$ cat config.mk
export PLATFORM = sky130hd
export DESIGN_NAME = multi_channel_timer_table
export DESIGN_NICKNAME = d
export VERILOG_FILES = /design/src/rtl/mctt_pkg.sv /design/src/rtl/multi_channel_timer_table.sv
export SDC_FILE = /design/constraint.sdc
export NUM_CORES = 2
export LEC_CHECK = 0
export ABC_CLOCK_PERIOD_IN_PS = 13800
export BUFFER_PORTS_ARGS = -buffer_cell sky130_fd_sc_hd__buf_2
export CORE_ASPECT_RATIO = 1.25
export CORE_UTILIZATION = 35
export DETAILED_ROUTE_END_ITERATION = 8
export REMOVE_ABC_BUFFERS = 1
export SLEW_MARGIN = 10
export SYNTH_ARGS = -nofsm -noshare
export SYNTH_HDL_FRONTEND = slang
export SYNTH_SLANG_ARGS = --single-unit
$ cat constraint.sdc
create_clock -name clk -period 13.8 [get_ports clk]
set_input_delay 2.76 -clock clk [delete_from_list [all_inputs] [get_ports clk]]
set_output_delay 2.76 -clock clk [all_outputs]
set_load 0.02 [all_outputs]
$ cat src/rtl/mctt_pkg.sv
// Package: types, sizes and command codes of the multi-channel timer table.
package mctt_pkg;

  localparam int NUM_CHANNELS = 16;
  localparam int TIME_BITS    = 48;
  localparam int PERIOD_BITS  = 32;

  localparam int IDX_BITS  = (NUM_CHANNELS > 1) ? $clog2(NUM_CHANNELS) : 1;
  localparam int CNT_BITS  = $clog2(NUM_CHANNELS + 1);
  localparam int STEP_BITS = $clog2(TIME_BITS - 1);

  localparam logic [1:0] CMD_START = 2'd0;
  localparam logic [1:0] CMD_STOP  = 2'd1;
  localparam logic [1:0] CMD_TICK  = 2'd2;

  typedef struct packed {
    logic [1:0]  command;
    logic [3:0]  channel;
    logic [31:0] timeout_ms;
    logic        repeat_req;
    logic [15:0] elapsed_ms;
  } cmd_item_t;

  typedef struct packed {
    logic        fired;
    logic [3:0]  fired_channel;
    logic        any_armed;
    logic [47:0] earliest_deadline;
    logic        last;
  } res_item_t;

  typedef struct packed {
    logic [TIME_BITS-1:0]   deadline;
    logic [PERIOD_BITS-1:0] period;
    logic                   periodic;
  } chan_entry_t;

endpackage

$ cat src/rtl/multi_channel_timer_table.sv
// Top level: timer channel table with tick scan, catch-up remainder unit and result register.
//
// Multi-channel timer table. Each channel holds a deadline, a period and a
// one-shot/periodic flag in a single-port-read channel memory; armed bits sit
// in flip-flops so that reset clears them at once and no clearing pass is
// needed. Start and stop are done directly from idle. A tick advances the
// millisecond counter, then walks the channels in index order: an idle channel
// is skipped at the issue step, an armed one is read from memory and then
// evaluated. A due periodic channel with a nonzero period also goes through
// the remainder unit, which works out (now - deadline) mod period one bit per
// cycle over the TIME_BITS-1 low bits of the lag, then a write-back step;
// the new deadline is now plus the distance to the next period boundary.
// A stall on the result side holds the scan. Fire transfers come out in
// channel order, and every tick closes with a summary transfer carrying
// last, the armed flag and the earliest remaining deadline (smallest
// distance ahead of now, lowest channel on a tie). Time and deadlines wrap
// modulo 2^TIME_BITS. New commands are taken only between ticks; a finished
// result may still wait in the output register while the next command is
// accepted.
module multi_channel_timer_table (
  input  logic                clk,
  input  logic                rst,
  input  logic                cmd_valid,
  output logic                cmd_stall,
  input  mctt_pkg::cmd_item_t cmd,
  output logic                res_valid,
  input  logic                res_stall,
  output mctt_pkg::res_item_t res
);

  localparam logic [2:0] S_IDLE  = 3'd0;
  localparam logic [2:0] S_ISSUE = 3'd1;
  localparam logic [2:0] S_EVAL  = 3'd2;
  localparam logic [2:0] S_DIV   = 3'd3;
  localparam logic [2:0] S_WB    = 3'd4;
  localparam logic [2:0] S_SUM   = 3'd5;

  localparam int TB = mctt_pkg::TIME_BITS;
  localparam int PB = mctt_pkg::PERIOD_BITS;

  logic [2:0] state;

  // Time counter and per-channel armed flags.
  logic [TB-1:0]                     now_ms;
  logic [mctt_pkg::NUM_CHANNELS-1:0] armed;

  // Channel memory: one write port, one registered read port.
  mctt_pkg::chan_entry_t mem [mctt_pkg::NUM_CHANNELS];
  mctt_pkg::chan_entry_t rd_q;
  logic                          mem_we;
  logic                          mem_re;
  logic [mctt_pkg::IDX_BITS-1:0] mem_wa;
  mctt_pkg::chan_entry_t         mem_wd;

  // Scan position.
  logic [mctt_pkg::CNT_BITS-1:0] idx;
  logic [mctt_pkg::IDX_BITS-1:0] idx_a;
  logic                          scan_done;

  // Remainder unit.
  logic [TB-2:0]                  behind;
  logic [PB-1:0]                  rem;
  logic [PB:0]                    rem_sh;
  logic [PB-1:0]                  rem_next;
  logic [mctt_pkg::STEP_BITS-1:0] step;
  logic [PB-1:0]                  fill;

  // Running minimum for the summary.
  logic          any;
  logic [TB-1:0] best_dist;
  logic [TB-1:0] best_dl;
  logic          fold_en;
  logic [TB-1:0] fold_dl;
  logic [TB-1:0] fold_dist;

  logic          cmd_accept;
  logic          ch_ok;
  logic          out_free;
  logic [TB-1:0] diff;
  logic          due;
  logic [TB-1:0] start_dl;
  logic [TB-1:0] new_dl;
  logic [63:0]   best_wide;

  logic                res_load;
  mctt_pkg::res_item_t res_next;

  assign cmd_stall  = (state != S_IDLE);
  assign cmd_accept = cmd_valid && !cmd_stall;
  assign ch_ok      = (32'(cmd.channel) < mctt_pkg::NUM_CHANNELS);
  assign out_free   = !res_valid || !res_stall;

  assign idx_a     = idx[mctt_pkg::IDX_BITS-1:0];
  assign scan_done = (idx == mctt_pkg::CNT_BITS'(mctt_pkg::NUM_CHANNELS));

  // A deadline is due when it lies strictly behind now within half the range.
  assign diff = now_ms - rd_q.deadline;
  assign due  = (diff != '0) && !diff[TB-1];

  assign start_dl = now_ms + TB'(cmd.timeout_ms);

  // Restoring remainder step: shift in the next bit of the lag, subtract if it fits.
  assign rem_sh   = {rem, behind[TB-2]};
  assign rem_next = (rem_sh >= {1'b0, rd_q.period}) ? PB'(rem_sh - {1'b0, rd_q.period})
                                                    : rem_sh[PB-1:0];

  // Distance to the next period boundary, zero when the lag is a whole number of periods.
  assign fill   = (rem != '0) ? (rd_q.period - rem) : '0;
  assign new_dl = now_ms + TB'(fill);

  assign fold_dist = fold_dl - now_ms;
  assign best_wide = 64'(best_dl);

  assign mem_re = (state == S_ISSUE) && !scan_done && armed[idx_a];

  // Write port and summary fold.
  always_comb begin
    mem_we  = 1'b0;
    mem_wa  = mctt_pkg::IDX_BITS'(cmd.channel);
    mem_wd  = '{deadline: start_dl, period: cmd.timeout_ms, periodic: cmd.repeat_req};
    fold_en = 1'b0;
    fold_dl = rd_q.deadline;
    case (state)
      S_IDLE: begin
        if (cmd_accept && (cmd.command == mctt_pkg::CMD_START) && ch_ok) begin
          mem_we = 1'b1;
        end
      end
      S_EVAL: begin
        if (!due) begin
          fold_en = 1'b1;
        end else if (out_free && rd_q.periodic && (rd_q.period == '0)) begin
          mem_we  = 1'b1;
          mem_wa  = idx_a;
          mem_wd  = '{deadline: now_ms, period: rd_q.period, periodic: rd_q.periodic};
          fold_en = 1'b1;
          fold_dl = now_ms;
        end
      end
      S_WB: begin
        mem_we  = 1'b1;
        mem_wa  = idx_a;
        mem_wd  = '{deadline: new_dl, period: rd_q.period, periodic: rd_q.periodic};
        fold_en = 1'b1;
        fold_dl = new_dl;
      end
      default: begin
      end
    endcase
  end

  // Result register load: fire transfers during the scan, summary at the end.
  always_comb begin
    res_load = 1'b0;
    res_next = '{fired: 1'b1, fired_channel: 4'(idx_a), any_armed: 1'b0,
                 earliest_deadline: '0, last: 1'b0};
    case (state)
      S_EVAL: begin
        res_load = due && out_free;
      end
      S_SUM: begin
        res_load = out_free;
        res_next = '{fired: 1'b0, fired_channel: '0, any_armed: any,
                     earliest_deadline: any ? best_wide[47:0] : 48'd0, last: 1'b1};
      end
      default: begin
      end
    endcase
  end

  // Channel memory.
  always_ff @(posedge clk) begin
    if (mem_we) begin
      mem[mem_wa] <= mem_wd;
    end
    if (mem_re) begin
      rd_q <= mem[idx_a];
    end
  end

  // Output register: hold until taken, reload as soon as the slot frees.
  always_ff @(posedge clk) begin
    if (rst) begin
      res_valid <= 1'b0;
    end else if (res_load) begin
      res_valid <= 1'b1;
    end else if (!res_stall) begin
      res_valid <= 1'b0;
    end
  end

  always_ff @(posedge clk) begin
    if (res_load) begin
      res <= res_next;
    end
  end

  // Summary minimum; strict compare keeps the lowest channel on a tie.
  always_ff @(posedge clk) begin
    if (rst) begin
      any <= 1'b0;
    end else if (state == S_IDLE) begin
      any <= 1'b0;
    end else if (fold_en && (!any || (fold_dist < best_dist))) begin
      any <= 1'b1;
    end
  end

  always_ff @(posedge clk) begin
    if (fold_en && (!any || (fold_dist < best_dist))) begin
      best_dist <= fold_dist;
      best_dl   <= fold_dl;
    end
  end

  // Remainder unit datapath.
  always_ff @(posedge clk) begin
    if (state == S_EVAL) begin
      behind <= diff[TB-2:0];
      rem    <= '0;
      step   <= '0;
    end else if (state == S_DIV) begin
      behind <= behind << 1;
      rem    <= rem_next;
      step   <= step + 1'b1;
    end
  end

  // Sequencer.
  always_ff @(posedge clk) begin
    if (rst) begin
      state  <= S_IDLE;
      now_ms <= '0;
      armed  <= '0;
      idx    <= '0;
    end else begin
      case (state)
        S_IDLE: begin
          if (cmd_accept) begin
            case (cmd.command)
              mctt_pkg::CMD_START: begin
                if (ch_ok) begin
                  armed[mctt_pkg::IDX_BITS'(cmd.channel)] <= 1'b1;
                end
              end
              mctt_pkg::CMD_STOP: begin
                if (ch_ok) begin
                  armed[mctt_pkg::IDX_BITS'(cmd.channel)] <= 1'b0;
                end
              end
              mctt_pkg::CMD_TICK: begin
                now_ms <= now_ms + TB'(cmd.elapsed_ms);
                idx    <= '0;
                state  <= S_ISSUE;
              end
              default: begin
              end
            endcase
          end
        end
        S_ISSUE: begin
          if (scan_done) begin
            state <= S_SUM;
          end else if (armed[idx_a]) begin
            state <= S_EVAL;
          end else begin
            idx <= idx + 1'b1;
          end
        end
        S_EVAL: begin
          if (!due) begin
            idx   <= idx + 1'b1;
            state <= S_ISSUE;
          end else if (out_free) begin
            if (!rd_q.periodic) begin
              armed[idx_a] <= 1'b0;
              idx          <= idx + 1'b1;
              state        <= S_ISSUE;
            end else if (rd_q.period == '0) begin
              idx   <= idx + 1'b1;
              state <= S_ISSUE;
            end else begin
              state <= S_DIV;
            end
          end
        end
        S_DIV: begin
          if (step == mctt_pkg::STEP_BITS'(TB - 2)) begin
            state <= S_WB;
          end
        end
        S_WB: begin
          idx   <= idx + 1'b1;
          state <= S_ISSUE;
        end
        S_SUM: begin
          if (out_free) begin
            state <= S_IDLE;
          end
        end
        default: begin
          state <= S_IDLE;
        end
      endcase
    end
  end

`ifndef NO_ASSERTIONS
  // The remainder never reaches the period while it is being worked out.
  a_rem_below_period: assert property (@(posedge clk) disable iff (rst)
    (state == S_DIV) |-> (rem < rd_q.period))
    else $error("remainder reached the period");

  // Only armed channels are evaluated.
  a_eval_armed: assert property (@(posedge clk) disable iff (rst)
    (state == S_EVAL) |-> armed[idx_a])
    else $error("evaluating a disarmed channel");

  // A fire transfer never closes a run, a summary always does.
  a_fire_last: assert property (@(posedge clk) disable iff (rst)
    res_valid |-> (res.fired != res.last))
    else $error("fired and last disagree");

  // A summary transfer is loaded only on the way back to idle.
  a_sum_idle: assert property (@(posedge clk) disable iff (rst)
    (res_load && (state == S_SUM)) |=> (state == S_IDLE))
    else $error("summary loaded without ending the tick");
`endif

endmodule
==> metrics <==
sw power roughly 5.0 mW; Finished Core Util 0.398; CTS buffer count roughly 170; initial antenna violation count 3; total core area 226000 µm²; number of buffers on the longest clock path 4; first-pass iteration count of the detailed router 6; DR vias roughly 50000; Syn Std Cell Area a little under 80000 µm²; ANT nets after route 0; switching share of power 0.324; Reg area 49600 µm²; multi-input logic area between 20000 and 30000 µm²; Post-synth EDFFs between 1500 and 2000; predominant post-synthesis flop cell edfxtp_1; global route hottest layer met2; # setup viols final 0; largest net degree at the start of global routing 138; Vias per Instance 5.68; Port Buffers roughly 120; Die Ht around 540 µm; PostCTS Resize Cnt 0; measured slew at the worst slew-check pin 1360 ps; status complete, no violations; R2R Path Start rd_q[2]; setup ws final about 1400 ps; first-pass GRT wire length 341 mm; Peak VDD IR between 200 and 300 µV; Pint 10.5 mW; placer congestion estimate between 0.9 and 1; number of fill cells roughly 21000; initial core utilization 0.352; Post-Syn Instances 5445; clk root buf clkbuf_16; TritonCTS clock tree yes; Final Max Tran Viols 0; crit end category flop; post-CTS setup buffers 0; placed wire-length estimate approximately 160 mm; Slowest cell on crit path a2111oi_0; number of synthesized register bits 1687; Critical Path Max Stage Delay 830 ps; RSZ-0062 raised after global routing false; CP arrival 12960 ps; met2 Use GR 0.347; worst setup path class flop to flop; hold depth 2; Reg-to-Reg End best_dist[0]; Hold Path Class flop to flop; pwr/cell area approximately 170 nW/µm²; CTS sink count between 1500 and 2000; Final TNS setup 0 ps; layout cells sized above 1 0.173; H-tree Lvls 4; hold buffers post-CTS 0; Tmin final 12440 ps; post-route clock period utilization 0.901; number of hold violations in the final report 0; Worst slew margin 0.0861; Critical Path Start rd_q[2]; Reg2Reg Depth 47; DR WL/cell between 20 and 30 µm; clock share of power 0.300; DR DRC count 0; GR Util All Layers 0.202; Iter 0 DRT Violations between 4000 and 5000; Hold Worst Slack ~480 ps; Max-Cap Viols 0; Netlist cell types 97; CTS clk-pin slew, worst paths 70 ps; critical path startpoint category flop; GRT met3 Usage 0.0209; LEAKAGE about 31 nW; grt met1 use 0.261; combinational cell fraction of total power 0.301; Ys Warns 0; DP Worst Slack between 1000 and 1500 ps; Avg Synthesized Cell Area between 10 and 15 µm²; Worst path most repeated cell nand2_1; Worst Setup EP best_dist[0]; full die area 229000 µm²; Req. time, crit path 14320 ps; Skew-Pair Late Insertion Delay roughly 850 ps; IO Count between 100 and 150; Area growth syn-to-layout 13.0%; sequential area share after synthesis 0.623; die width 428 µm; final WL 236 mm; final clock skew 82.8 ps; grt total ovfl 0; Rows between 150 and 200; Max Freq between 80 and 90 MHz; worst reg2reg setup slack approximately 1400 ps; Net count, final between 6000 and 7000; sequential share of power 0.399; vias in the first global route approximately 50000; Async S/R FF share, synth 0; largest fanout on the critical path 27
==> placed cells by master (no fill, tap or decap), drive strengths merged, types with 60 or more instances in the layout <==
| cell | count |
|---|---|
| edfxtp | 1575 |
| a21o | 98 |
| nand3 | 124 |
| o21ai | 285 |
| clkinv | 69 |
| xor2 | 80 |
| a21oi | 305 |
| nand4 | 60 |
| buf | 262 |
| xnor2 | 163 |
| ha | 290 |
| dfxtp | 112 |
| inv | 279 |
| clkbuf | 206 |
| and3 | 76 |
| nor3 | 89 |
| nor2 | 261 |
| nand2 | 335 |
| mux4 | 410 |
==> final cells by class <==
| cell class | count | area share |
|---|---|---|
| Sequential cell | 1687 | 0.551 |
| Inverter | 275 | 0.0115 |
| Timing Repair Buffer | 262 | 0.0195 |
| Tap cell | 2955 | 0.0411 |
| Clock buffer | 206 | 0.0500 |
| Antenna cell | 2 | 0.0000557 |
| Multi-Input combinational cell | 3250 | 0.316 |
| Clock inverter | 98 | 0.0110 |
==> registers in the layout, indices dropped and copies added (netlist names), named ones only <==
signal	flops
behind	47
state	3
rd_q	81
best_dl	48
res_valid	1
any	1
mem	1296
rem	32
step	6
res	55
idx	5
best_dist	48
now_ms	48
==> kinds of logic (layout without fill, tap and decap cells) <==
logic type,count (synthesis),count (layout),share of synthesized area
xor+xnor,243,243,0.0268
flops,1687,1687,0.623
buf+inv,508,841,0.0243
mux,442,442,0.120
fa+ha+maj,297,297,0.0474
simple gates,1174,1174,0.0713
compound gates,1094,1094,0.0873
other cells,0,2,0
==> routing by layer <==
layer  share of wire  wire length (µm)  up-vias
li1                -                 -    21780
met5               0                 0        -
met2            0.50            117000     1762
met3           0.054             12800      414
met4           0.043             10200        0
met1            0.41             96200    25681
==> how the worst min path moves through the flow <==
stage | to | from | slack, ps
finish | flop | flop | 480
floorplan | flop | flop | 440
detailed placement | flop | flop | 470
global route | flop | flop | 500
global placement | flop | flop | 460
CTS | flop | flop | 480
==> cell usage after synthesis, types with 38 or more instances <==
cell | instances | area share
a21o_1 | 98 | 0.0092
a21oi_1 | 304 | 0.019
a31oi_1 | 46 | 0.0036
and3_1 | 76 | 0.0060
buf_1 | 46 | 0.0022
clkbuf_1 | 172 | 0.0081
dfxtp_1 | 112 | 0.028
edfxtp_1 | 1575 | 0.59
ha_1 | 290 | 0.046
inv_1 | 273 | 0.013
mux4_2 | 410 | 0.12
nand2_1 | 335 | 0.016
nand2b_1 | 44 | 0.0035
nand3_1 | 123 | 0.0077
nand4_1 | 60 | 0.0047
nor2_1 | 260 | 0.012
nor2b_1 | 45 | 0.0035
nor3_1 | 89 | 0.0056
nor4_1 | 39 | 0.0031
o211ai_1 | 43 | 0.0041
o21a_1 | 44 | 0.0042
o21ai_0 | 280 | 0.018
o21bai_1 | 38 | 0.0036
xnor2_1 | 163 | 0.018
xor2_1 | 80 | 0.0088
==> metrics by stage <==
stage,cell area (µm²),total power [mW],instances
5_1_grt,89900,16.2,8734
2_1_floorplan,78600,10.1,5212
6_report,89900,15.5,8735
3_3_place_gp,84400,10.9,8427
4_1_cts,89800,15.6,8731
3_5_place_dp,84400,10.9,8427
==> power by group through the flow <==
stage          Combinational (mW)  Clock, mW  Sequential [mW]
6_report                     4.66       4.64             6.17
4_1_cts                      4.66       4.74             6.18
2_1_floorplan                3.66          0             6.49
3_3_place_gp                 4.61          0             6.28
5_1_grt                      5.06       4.90             6.20
3_5_place_dp                 4.65          0             6.29
==> worst max-delay path: cells and delay by family (launching register included) <==
kind	cells	cell delay [ps]
compound gates	21	6200
flops	1	470
fa+ha+maj	4	1600
buf+inv	4	670
simple gates	15	2670
xor+xnor	3	460
Power figures use the tool's default switching activity.
